--- config.mk ---
export PLATFORM = sky130hd
export DESIGN_NAME = keypad_code_lock
export DESIGN_NICKNAME = d
export VERILOG_FILES = /design/src/rtl/kcl_pkg.sv /design/src/rtl/kcl_core.sv /design/src/rtl/keypad_code_lock.sv
export SDC_FILE = /design/constraint.sdc
export NUM_CORES = 1
export LEC_CHECK = 0
export BUFFER_PORTS_ARGS = -buffer_cell sky130_fd_sc_hd__buf_2
export CAP_MARGIN = 20
export CORE_MARGIN = 2
export CORE_UTILIZATION = 30
export CTS_BUF_LIST = sky130_fd_sc_hd__clkbuf_2
export DETAILED_ROUTE_END_ITERATION = 7
export PLACE_DENSITY_LB_ADDON = 0.3
export REMOVE_ABC_BUFFERS = 1
export SETUP_SLACK_MARGIN = 0.3
export SYNTH_ARGS = -nofsm -noshare
export SYNTH_HDL_FRONTEND = slang
export SYNTH_HIERARCHICAL = 1
export SYNTH_SLANG_ARGS = --single-unit
--- constraint.sdc ---
create_clock -name clk -period 3.92 [get_ports clk]
set_clock_uncertainty 0.1 [all_clocks]
set_input_delay 0 -clock clk [delete_from_list [all_inputs] [get_ports clk]]
set_output_delay 0 -clock clk [all_outputs]
set_load 0.02 [all_outputs]
--- src/rtl/kcl_pkg.sv ---
`timescale 1ns / 1ps
`default_nettype none
// ----------------------------------------------------------------------------
// Keypad code lock package
// Beat types, phase encoding, verdict and mode codes shared by the lock.
// ----------------------------------------------------------------------------
package kcl_pkg;

	localparam int          KEY_W       = 8;
	localparam int          REG_W       = 48;
	localparam int          REG_COUNT   = 4;
	localparam int          CFG_IDX_W   = 2;
	localparam logic [47:0] MASTER_INIT = 48'h414230314344;

	typedef struct packed {
		logic             mode;
		logic [KEY_W-1:0] key_code;
	} kcl_in_t;

	typedef struct packed {
		logic [2:0] keys_entered;
		logic [1:0] lock_mode;
		logic [2:0] verdict;
	} kcl_out_t;

	typedef enum logic [2:0] {
		PH_ENTRY     = 3'b001,
		PH_NEWMASTER = 3'b010,
		PH_ALARM     = 3'b100
	} kcl_phase_t;

	localparam logic       MODE_KEY   = 1'b0;
	localparam logic       MODE_CLEAR = 1'b1;

	localparam logic [1:0] LM_ENTRY     = 2'd0;
	localparam logic [1:0] LM_NEWMASTER = 2'd1;
	localparam logic [1:0] LM_ALARM     = 2'd2;

	localparam logic [2:0] V_NONE    = 3'd0;
	localparam logic [2:0] V_UNLOCK  = 3'd1;
	localparam logic [2:0] V_ALARM   = 3'd2;
	localparam logic [2:0] V_NEWMODE = 3'd3;
	localparam logic [2:0] V_CHANGED = 3'd4;

endpackage
`default_nettype wire

--- src/rtl/kcl_core.sv ---
`timescale 1ns / 1ps
`default_nettype none
// ----------------------------------------------------------------------------
// Keypad code lock core
// Lock state, code registers and the combinational step that matches an entry
// against the master and user codes.
// ----------------------------------------------------------------------------
module kcl_core
	import kcl_pkg::*;
#(
	parameter int CODE_KEYS  = 6,
	parameter int USER_SLOTS = 4
) (
	input  wire logic                 clk,
	input  wire logic                 arst_n,
	input  wire logic                 step,
	input  wire kcl_in_t              beat,
	input  wire logic                 cfg_we,
	input  wire logic [CFG_IDX_W-1:0] cfg_index,
	input  wire logic [REG_W-1:0]     cfg_data,
	output kcl_out_t                  result
);

	localparam int CODE_W   = KEY_W * CODE_KEYS;
	localparam int CNT_W    = $clog2(CODE_KEYS + 1);
	localparam int NUM_USER = (USER_SLOTS < REG_COUNT) ? USER_SLOTS : REG_COUNT;

	kcl_phase_t        phase_q, phase_d;
	logic [CNT_W-1:0]  count_q, count_d;
	logic [CODE_W-1:0] entry_q, entry_d;
	logic [CODE_W-1:0] master_q, master_d;
	logic [REG_W-1:0]  user_q [REG_COUNT];
	logic              user_hit;
	logic [2:0]        verdict;
	logic [1:0]        lock_mode;

	always_ff @(posedge clk or negedge arst_n) begin
		if (!arst_n) begin
			for (int k = 0; k < REG_COUNT; k++) begin
				user_q[k] <= '0;
			end
		end else if (cfg_we) begin
			user_q[cfg_index] <= cfg_data;
		end
	end

	always_comb begin
		user_hit = 1'b0;
		for (int k = 0; k < NUM_USER; k++) begin
			if (CODE_W'(user_q[k]) == entry_q) begin
				user_hit = 1'b1;
			end
		end
	end

	always_comb begin
		phase_d  = phase_q;
		count_d  = count_q;
		entry_d  = entry_q;
		master_d = master_q;
		verdict  = V_NONE;
		case (phase_q)
			PH_ALARM: begin
				if (beat.mode == MODE_CLEAR) begin
					phase_d = PH_ENTRY;
					count_d = '0;
				end
			end
			PH_ENTRY, PH_NEWMASTER: begin
				if (beat.mode == MODE_KEY && beat.key_code != '0) begin
					if (count_q < CNT_W'(CODE_KEYS)) begin
						entry_d = CODE_W'({entry_q, beat.key_code});
						count_d = count_q + CNT_W'(1);
					end else if (phase_q == PH_NEWMASTER) begin
						master_d = entry_q;
						phase_d  = PH_ENTRY;
						count_d  = '0;
						verdict  = V_CHANGED;
					end else begin
						if (entry_q == master_q) begin
							phase_d = PH_NEWMASTER;
							verdict = V_NEWMODE;
						end else if (user_hit) begin
							verdict = V_UNLOCK;
						end else begin
							phase_d = PH_ALARM;
							verdict = V_ALARM;
						end
						count_d = '0;
					end
				end
			end
			default: begin
				phase_d = PH_ENTRY;
				count_d = '0;
			end
		endcase
	end

	always_comb begin
		case (phase_d)
			PH_NEWMASTER: lock_mode = LM_NEWMASTER;
			PH_ALARM:     lock_mode = LM_ALARM;
			default:      lock_mode = LM_ENTRY;
		endcase
	end

	always_ff @(posedge clk or negedge arst_n) begin
		if (!arst_n) begin
			phase_q  <= PH_ENTRY;
			count_q  <= '0;
			master_q <= CODE_W'(MASTER_INIT);
		end else if (step) begin
			phase_q  <= phase_d;
			count_q  <= count_d;
			master_q <= master_d;
		end
	end

	always_ff @(posedge clk) begin
		if (step) begin
			entry_q <= entry_d;
		end
	end

	assign result.keys_entered = 3'(count_d);
	assign result.lock_mode    = lock_mode;
	assign result.verdict      = verdict;

endmodule
`default_nettype wire

--- src/rtl/keypad_code_lock.sv ---
`timescale 1ns / 1ps
`default_nettype none
// ----------------------------------------------------------------------------
// Keypad code lock
// Collects key beats, checks entries against master and user codes.
// ----------------------------------------------------------------------------
// One key or clear beat is taken every cycle unless key_stall is high. The
// whole step (shift the entry, compare with the master and the user codes,
// choose the next phase) is combinational logic in the core. Results pass
// through an output register backed by one skid register, so key_stall comes
// straight from a flop and rises only after the result side has stalled with
// two beats held. User codes reset to zero; the user must write them through
// the cfg port only while the lock is idle, which the block does not enforce.
// ----------------------------------------------------------------------------
module keypad_code_lock
	import kcl_pkg::*;
#(
	parameter int CODE_KEYS  = 6,
	parameter int USER_SLOTS = 4
) (
	input  wire logic                 clk,
	input  wire logic                 arst_n,
	input  wire logic                 key_valid,
	output logic                      key_stall,
	input  wire kcl_in_t              key_beat,
	output logic                      res_valid,
	input  wire logic                 res_stall,
	output kcl_out_t                  res_beat,
	input  wire logic                 cfg_we,
	input  wire logic [CFG_IDX_W-1:0] cfg_index,
	input  wire logic [REG_W-1:0]     cfg_data
);

	logic     take_in, take_out;
	kcl_out_t step_res;
	logic     out_valid_q, skid_valid_q;
	kcl_out_t out_beat_q, skid_beat_q;

	assign key_stall = skid_valid_q;
	assign take_in   = key_valid && !skid_valid_q;
	assign take_out  = out_valid_q && !res_stall;

	kcl_core #(
		.CODE_KEYS  (CODE_KEYS),
		.USER_SLOTS (USER_SLOTS)
	) u_core (
		.clk       (clk),
		.arst_n    (arst_n),
		.step      (take_in),
		.beat      (key_beat),
		.cfg_we    (cfg_we),
		.cfg_index (cfg_index),
		.cfg_data  (cfg_data),
		.result    (step_res)
	);

	always_ff @(posedge clk or negedge arst_n) begin
		if (!arst_n) begin
			out_valid_q  <= 1'b0;
			skid_valid_q <= 1'b0;
		end else if (skid_valid_q) begin
			if (take_out) begin
				skid_valid_q <= 1'b0;
			end
		end else if (take_in) begin
			if (out_valid_q && !take_out) begin
				skid_valid_q <= 1'b1;
			end else begin
				out_valid_q <= 1'b1;
			end
		end else if (take_out) begin
			out_valid_q <= 1'b0;
		end
	end

	always_ff @(posedge clk) begin
		if (skid_valid_q) begin
			if (take_out) begin
				out_beat_q <= skid_beat_q;
			end
		end else if (take_in) begin
			if (out_valid_q && !take_out) begin
				skid_beat_q <= step_res;
			end else begin
				out_beat_q <= step_res;
			end
		end
	end

	assign res_valid = out_valid_q;
	assign res_beat  = out_beat_q;

	a_skid_needs_out: assert property (@(posedge clk) disable iff (!arst_n)
		skid_valid_q |-> out_valid_q)
		else $error("skid beat held with empty output register");

	a_fill_skid: assert property (@(posedge clk) disable iff (!arst_n)
		(take_in && out_valid_q && res_stall) |=> (skid_valid_q && out_valid_q))
		else $error("beat taken behind a stalled result was lost");

	a_alarm_mode: assert property (@(posedge clk) disable iff (!arst_n)
		(res_valid && res_beat.verdict == V_ALARM)
			|-> (res_beat.lock_mode == LM_ALARM && res_beat.keys_entered == 3'd0))
		else $error("alarm verdict without alarm mode and empty entry");

	a_newmode_mode: assert property (@(posedge clk) disable iff (!arst_n)
		(res_valid && res_beat.verdict == V_NEWMODE)
			|-> (res_beat.lock_mode == LM_NEWMASTER && res_beat.keys_entered == 3'd0))
		else $error("new master verdict without new master mode");

endmodule
`default_nettype wire

[After elaboration in Yosys (flattened, before gate mapping)]
Cells that the tools add are included.
Storage, ports and cells
  output and inout port bits: 10
  register bits after elaboration: 312
  logic and storage cells: 90
  input bits: 64
Cells by class
  equality and inequality tests: 13
  add/sub/neg operators: 1
  reductions and logical operators: 17
  bitwise operators: 4
  multiplexer cells: 36
  magnitude comparators: 3
Operator list (count)
  48-bit equality test: 5
  192-bit bitwise mux: 1
  48-bit demux with 2-bit select: 1
  48-bit two-way mux: 1
  3-bit two-way mux: 14
  8-bit two-way mux: 4
  3-bit case mux with 2 select lines: 2
  1-bit two-way mux: 11
  3-bit AND reduction: 3
  8-bit nonzero test: 1
  3-bit by 2-bit equality test with 1-bit output, second input constant: 2
  3-bit equality test, second input constant: 2
  2-bit != test, second input constant: 3
  1-bit logical AND: 5
  5-bit AND reduction: 1
  2-bit case mux with 2 select lines: 1
  4-bit AND reduction: 1
  2-bit nonzero test: 2
  3-bit by 1-bit adder with 3-bit output, second input constant: 1
  3-bit by 1-bit equality test with 1-bit output, second input constant: 1
  3-bit >= comparator, second input constant: 1
  1-bit logical NOT: 3
  3-bit by 1-bit less-than comparator with 1-bit output, second input constant: 1
  3-bit less-than comparator, second input constant: 1
  4 further kinds: 6

[Logic depth before layout (Yosys ltp)]
Gate-level depths: netlist of run 1.
  depth in word-level cells: 16
  gate-level depth with buffers: 9
  gate-level depth less buffers: 8

[Hierarchy]
Netlist of run 1, hierarchy kept.
Modules (own cells, without submodules)
  kcl_core: area each 13711.9 sq um, cells each 992, sequential area each 7616.1 sq um, instances 1
  keypad_code_lock: area each 709.4 sq um, cells each 38, sequential area each 530.5 sq um, instances 1

[Worst setup path after synthesis of run 1]
Ideal clock, no wire load.
  path type: reg2reg
  from: register u_core.phase_q[0]
  to: register u_core.entry_q[0] (enable)
  arrival time: 3014 ps
  data required time: 3367 ps
  cell stages (with the launch flop): 5
  path slack: 353 ps
  path buffers: 0
  period minus slack after synthesis: 3567 ps
  library setup time: 453 ps
  cells stage by stage: dfstp_2 nand2b_1 a21oi_1 nand2_1 nor2_1
On the way
  cells in the longest elaborated chain, start to end: 3
  elaborated cells on any way between the ends: 4
  classes of those cells: 2 x eq/ne; 2 x reduce/logical
RTL lines
  start: declaration: line kcl_core.sv:28  | kcl_phase_t phase_q, phase_d;
  start signal: assignment: line kcl_core.sv:114  | phase_q <= phase_d;
  3-bit by 1-bit equality test with 1-bit output or 3-bit by 2-bit equality test with 1-bit output (tied branches): line kcl_core.sv:62  | case (phase_q)
  2-bit OR reduction (*): line kcl_core.sv:62
  4-bit AND reduction (no source line) (*)
  end signal: assignment: line kcl_core.sv:122  | entry_q <= entry_d;
  end: declaration: line kcl_core.sv:30  | logic [CODE_W-1:0] entry_q, entry_d;
Mark *: on every way between the ends. The rest lies on a longest branch, timed or not.
A chain may end at the register's enable or synchronous reset.

==> impl_metrics.toml, run 1 <==
[logic_synthesis]
dominantRegCellSynth = "dfrtp_1"
synthTopCellsByCount = "233 x dfrtp_1, 192 x xnor2_1, 165 x mux2_2"
synth_area_leader_cell = "dfrtp_1"
synth.lib_cells_used.distinct = 41
synth-seq-area-share_pct = 56.49
netlist_top_cells_area = "dfrtp_1 40%, edfxtp_1 13%, mux2_2 13%"
synth_area_per_cell_um2 = 14.00
synth-edff-count = 64
synth_most_common_cell = "dfrtp_1"
synth_cells = 1030
yosysWarnings = 6
ys_ff_latch = 312
async_reset_ff_share_pct = 79.49
yosysTopAreaCellShare_pct = 40.43
syn_area_um2 = 14420

[run]
drv_cap = 0

[clocking]
clk_pin_slew_ns = 0.11
htree_levels = 3
max-clock-path-buffers = 3
insertion_delay_ns = 0.98
cts-root-buf = "clkbuf_2"
cts_tree = "built"
clock-sinks = 312
numCtsBuffers = 86

[layout]
final_cells = 1948
multi_input_comb_area_um2 = 5944
fillCellCount = 4657
fin_area_um2 = 17540
fin_util_pct = 36.88
nets = 1329
drive_gt1_share_pct = 33.26
area_growth_syn_to_layout_pct = 21.60
regArea_um2 = 8147

[grt]
grt_remaining_overflow = 0
antenna_found_initial = 1
track_usage_pct = 16.76
grt_pass1_wl_mm = 62.20
grt_max_degree = 121
grt_pass1_vias = 9633

[placement]
io_buffers = 73
dp_slack_ns = 0.9273
post-place-cells = 1653
dpl.hpwl_mm = 28.08
globalplace.congestion = 0.8471
place_area_um2 = 15360

[setup_path]
critical_path_class = "reg2reg"
arrival_ns = 3.65
cp_slowest_cell = "edfxtp_1"
crit_fanout = 7
crit_required_ns = 4.50
cpMostUsedCell = "nand4_1"
crit_chain = "xnor2_1 -> nand4_1 -> nor4_1 -> nand3_1 -> nand4_1 -> nor2_1 -> a21o_1 -> mux2_4"
slowest_delay_ns = 0.59
start_kind = "flop"
end_kind = "flop"

[run_status]
outcome = "finished clean"

[floorplan]
num_io_pins = 74
design.die.area_um2 = 49840
core-area_um2 = 47550
die_w_um = 223.3
start_util_pct = 30.33
die_h_um = 223.3
rows = 80

[sta]
rsz0062_at_grt = "false"
tightestPinTransition_ns = 1.005
slew_viol_final = 0
tns_ns = 0
finalSetupViolCount = 0
relSlewSlack_pct = 33.03
finalWorstSetupSlack_ns = 0.8444
fin_crit_ns = 3.076
whs_ns = 0.1155
fmax_mhz = 325.1
finalCritPeriodShare_pct = 78.46
hold_viol = 0

[detailed_routing]
routed_wl_mm = 40.88
drtIter0Drc = 491
drc = 0
drtAntennaViolNets = 0
first_pass_iters = 5
vias_per_cell = 4.646
vias = 9051
wl_per_cell_um = 20.98

[power]
power_leakage_nw = 7.195
powerDensity_nw_per_um2 = 552.9
total_power_mw = 9.696
vdd_drop_max_mv = 0.1549

[min_path]
hold_class = "in2reg"
-- path summary, 6_finish.rpt --
kind | from | to | slack [ns] | cells after the start
max in group asynchronous | arst_n | u_core/master_q[29] | 2.43 | 4
min reg2reg | u_core/user_q[151] | u_core/user_q[151] | 0.42 | 1
min in group asynchronous | arst_n | u_core/user_q[28] | 0.20 | 3
min | cfg_we | u_core/user_q[42] | 0.12 | 4
max reg2reg | u_core/entry_q[25] | res_beat[4] | 0.84 | 8
max | u_core/entry_q[25] | res_beat[4] | 0.84 | 8
-- timing repair --
item	CTS	global route
gates resized for setup	0	0
hold endpoints to repair	524	0
setup buffers	0	0
hold buffers	137	0
-- kinds of logic (layout without fill, tap and decap cells) --
kind of cell / count (synthesis) / after routing / share of synthesized area [%]
flip-flops: 312 / 312 / 56.49
adder cells (fa/ha/maj): 1 / 1 / 0.08675
XOR/XNOR: 240 / 240 / 14.58
buffers and inverters: 80 / 382 / 2.429
AO/OA/AOI/OAI: 25 / 25 / 1.189
AND/OR/NAND/NOR: 121 / 121 / 4.963
multiplexers: 251 / 251 / 20.27
other: 0 / 1 / 0
-- layout make-up --
| cell class | count | share of cell area (%) |
|---|---|---|
| Sequential cell | 312 | 46.45 |
| Antenna cell | 1 | 0.01427 |
| Inverter | 4 | 0.08562 |
| Clock buffer | 137 | 3.910 |
| Multi-Input combinational cell | 638 | 33.90 |
| Tap cell | 615 | 4.388 |
| Timing Repair Buffer | 222 | 10.69 |
| Clock inverter | 19 | 0.5636 |
-- power by group --
part / internal, mW / total [mW] / switching, mW
clock network: 0.978 / 2.36 / 1.38
logic: 1.32 / 2.45 / 1.13
registers: 4.16 / 4.89 / 0.728
total: 6.45 / 9.70 / 3.24
-- critical path: cells and delay by family (launching register included) --
family / cells / cell delay, ns
DFF: 1 / 0.59
xor gates and xnor gates: 1 / 0.49
muxes: 1 / 0.26
AOI/OAI and AO/OA: 1 / 0.21
and+or+nand+nor: 5 / 1.16
-- registers in the layout, summed over array words and instances, names as in the netlist --
| name | cells |
|---|---|
| u_core/user_q | 192 |
| u_core/master_q | 48 |
| u_core/phase_q | 3 |
| skid_beat_q | 8 |
| u_core/count_q | 3 |
| key_stall | 1 |
| u_core/entry_q | 48 |
| res_valid | 1 |
| res_beat | 8 |
-- layer usage --
metal	vias to the layer above	GRT usage, %	part of all wire (%)
li1	4139	-	-
met1	4635	22.68	47
met2	215	27.16	47
met3	62	3.345	4.0
met4	0	5.161	2.2
met5	-	0	0
-- cell usage in the layout, fill, tap and decap left out, drive strengths merged --
cell         count
buf             85
a21oi            6
and3             1
dfrtp          233
clkinv          16
nor3             3
nand2           11
a31o             1
dlygate4sd3    137
nor4            26
mux2i            1
nand4           52
xor2            48
clkbuf         137
dfstp           15
nor3b            1
a31oi            2
nand3b           2
mux2           250
nor2            13
a32o             1
o21ai            7
nand2b           3
nand3            7
a21o             3
inv              6
o22ai            1
bufinv           1
nor2b            2
edfxtp          64
a41oi            1
xnor2          192
diode            1
ha               1
o2bb2ai          2
a21boi           1
Note: power is estimated with default switching activity, not from simulation.
==> inputs of run 2 (changes only) <==
Settings changed: ABC_AREA set to 1.
Clock period 3.92 ns to 2.65 ns, I/O delays scaled along.
==> run 2 against run 1 <==
  * Die area rose by 3.1%
  * Global-route usage shrank 1.2 points
  * Utilization increased by 1.1 points
  * Maximum frequency is 33% higher
  * Combinational power up 14%
  * Sequential cell count unchanged
  * Non-clock buffer count up 45
  * Critical endpoint is now res_beat[3]
  * Largest cell class unchanged
  * Highest routed layer unchanged
==> impl_metrics.toml, run 2 <==
[run_status]
outcome = "finished clean"

[sta]
tightestPinTransition_ns = 1.080
fin_crit_ns = 2.319
rsz0062_at_grt = "true"
relSlewSlack_pct = 27.99
fmax_mhz = 431.2
tns_ns = 0
finalCritPeriodShare_pct = 87.51
finalWorstSetupSlack_ns = 0.3309
finalSetupViolCount = 0
slew_viol_final = 0
whs_ns = 0.04810
hold_viol = 0

[setup_path]
crit_required_ns = 3.25
critical_path_class = "reg2reg"
rr_endpoint = "res_beat[3]"
end_kind = "flop"
ff2ff_setup_slack_ns = 0.33
rr_worst_depth = 14
crit_fanout = 7
crit_path_start = "u_core/entry_q[0]"
arrival_ns = 2.92
start_kind = "flop"
reg2reg_from = "u_core/entry_q[0]"

[power]
switchingPower_mw = 4.157
internal_power_mw = 8.426
vdd_drop_max_mv = 0.3640
powerDensity_nw_per_um2 = 677.5
power_leakage_nw = 8.474
switching_share_pct = 33.03
p_clk_share_pct = 28.2
total_power_mw = 12.58
seq_power_share_pct = 49.5
power_frac_comb_pct = 22.3

[floorplan]
num_io_pins = 74
core-area_um2 = 48950
rows = 81
die_w_um = 226.7
design.die.area_um2 = 51370
start_util_pct = 30.38
die_h_um = 226.7

[min_path]
hold_class = "in2async"

[logic_synthesis]
netlist_top_cells_area = "dfrtp_1 39%, edfxtp_1 13%, nand2_1 12%"
synth-edff-count = 64
synth-seq-area-share_pct = 54.78
synth_most_common_cell = "nand2_1"
async_reset_ff_share_pct = 79.49
yosysWarnings = 6
yosysTopAreaCellShare_pct = 39.21
synth_area_leader_cell = "dfrtp_1"
synth_cells = 1603
ys_ff_latch = 312
synth_area_per_cell_um2 = 9.277
synthTopCellsByCount = "481 x nand2_1, 233 x dfrtp_1, 219 x o21ai_0"
synth.lib_cells_used.distinct = 39
dominantRegCellSynth = "dfrtp_1"
syn_area_um2 = 14870

[placement]
post-place-cells = 2266
dpl.hpwl_mm = 24.38
globalplace.congestion = 0.8032
dp_slack_ns = 0.1410
io_buffers = 73
place_area_um2 = 15880

[clocking]
clk_pin_slew_ns = 0.11
insertion_delay_ns = 0.97
cts_tree = "built"
cts-root-buf = "clkbuf_2"
numCtsBuffers = 86
clock-sinks = 312
max-clock-path-buffers = 3
htree_levels = 3

[layout]
largest_registers = "u_core/user_q: 192 flops, u_core/entry_q: 48 flops, u_core/master_q: 48 flops"
largest_reg_flops = 192
nets = 1929
regMostFlops = "u_core/user_q"
multi_input_comb_area_um2 = 6068
final_cell_mix = "473 x nand2_1, 233 x dfrtp_1, 219 x o21ai_0, 180 x xnor2_1, 140 x clkbuf_2"
area_growth_syn_to_layout_pct = 24.89
mostFrequentLayoutCell = "nand2_1"
regArea_um2 = 8147
fin_util_pct = 37.94
fin_area_um2 = 18570
final_cells = 2603
fillCellCount = 5004
drive_gt1_share_pct = 21.14

[detailed_routing]
routed_wl_mm = 38.56
drtAntennaViolNets = 0
first_pass_iters = 5
drc = 0
vias_per_cell = 4.348
wl_per_cell_um = 14.81
drtIter0Drc = 643
vias = 11320

[grt]
met3_usage_pct = 3.797
busiest_layer = "met2"
grt_pass1_vias = 11610
grtUsageMet2_pct = 25.16
grt_remaining_overflow = 0
use_met1_pct = 20.62
track_usage_pct = 15.59
antenna_found_initial = 1
grt_max_degree = 97
grt_pass1_wl_mm = 62.01

[run]
drv_cap = 0
==> run 2: cells by family after synthesis <==
kind of cell	count (synthesis)	synth area share (%)
flops	312	54.78
mux	24	2.322
simple gates	622	16.83
compound gates	229	7.791
fa+ha+maj	1	0.08412
xor+xnor	202	11.90
buf+inv	213	6.293
==> run 2: how the worst max path moves through the flow <==
stage / slack, ns / end / cells after the start
2_1_floorplan: -1.28 / u_core/entry_q[0] / 3
3_3_place_gp: 0.12 / u_core/entry_q[44] / 6
3_5_place_dp: 0.14 / res_beat[3] / 14
4_1_cts: 0.30 / res_beat[3] / 15
5_1_grt: 0.20 / res_beat[3] / 15
6_report: 0.33 / res_beat[3] / 14
==> run 2: power by group through the flow <==
stage	Sequential [mW]	Combinational, mW	Clock [mW]
final	6.23	2.80	3.55
after CTS	6.23	2.76	3.71
after detailed placement	6.38	2.42	0
after global placement	6.35	2.37	0
after floorplan	6.33	1.54	0
after global routing	6.32	3.18	3.97
==> run 2: critical path, cell delays in order, from the launching register on <==
cell,delay [ns]
edfxtp_1,0.55
xnor2_1,0.19
nand2_1,0.09
nor2_1,0.17
nand2_1,0.11
nor2_4,0.16
nand3_2,0.11
nand2_4,0.11
o21ai_2,0.06
nand2_1,0.07
nand2_1,0.07
nand2_2,0.08
nor2_2,0.05
nand2_1,0.06
nand2_1,0.04
==> run 2: layout make-up <==
class                      instances  share of cell area (%)
sequential                       312                   43.86
multi-input combinational       1078                   32.67
timing repair buffer             267                   12.21
tap                              664                   4.473
clock buffer                     140                   3.773
inverter                         119                   2.412
clock inverter                    19                  0.5389
antenna                            4                 0.05389
==> run 2: metal layers <==
layer / routed length, µm / vias up
li1: - / 5620
met1: 17780 / 5378
met2: 18150 / 250
met3: 1775 / 71
met4: 851 / 0
met5: 0 / -
==> run 2: repair_timing <==
item,in CTS,in global routing
setup buffers,30,16
pin swaps,6,20
setup endpoints to repair,6,6
hold buffers,128,0
gates resized for setup,26,24
endpoints found under the hold margin,584,0
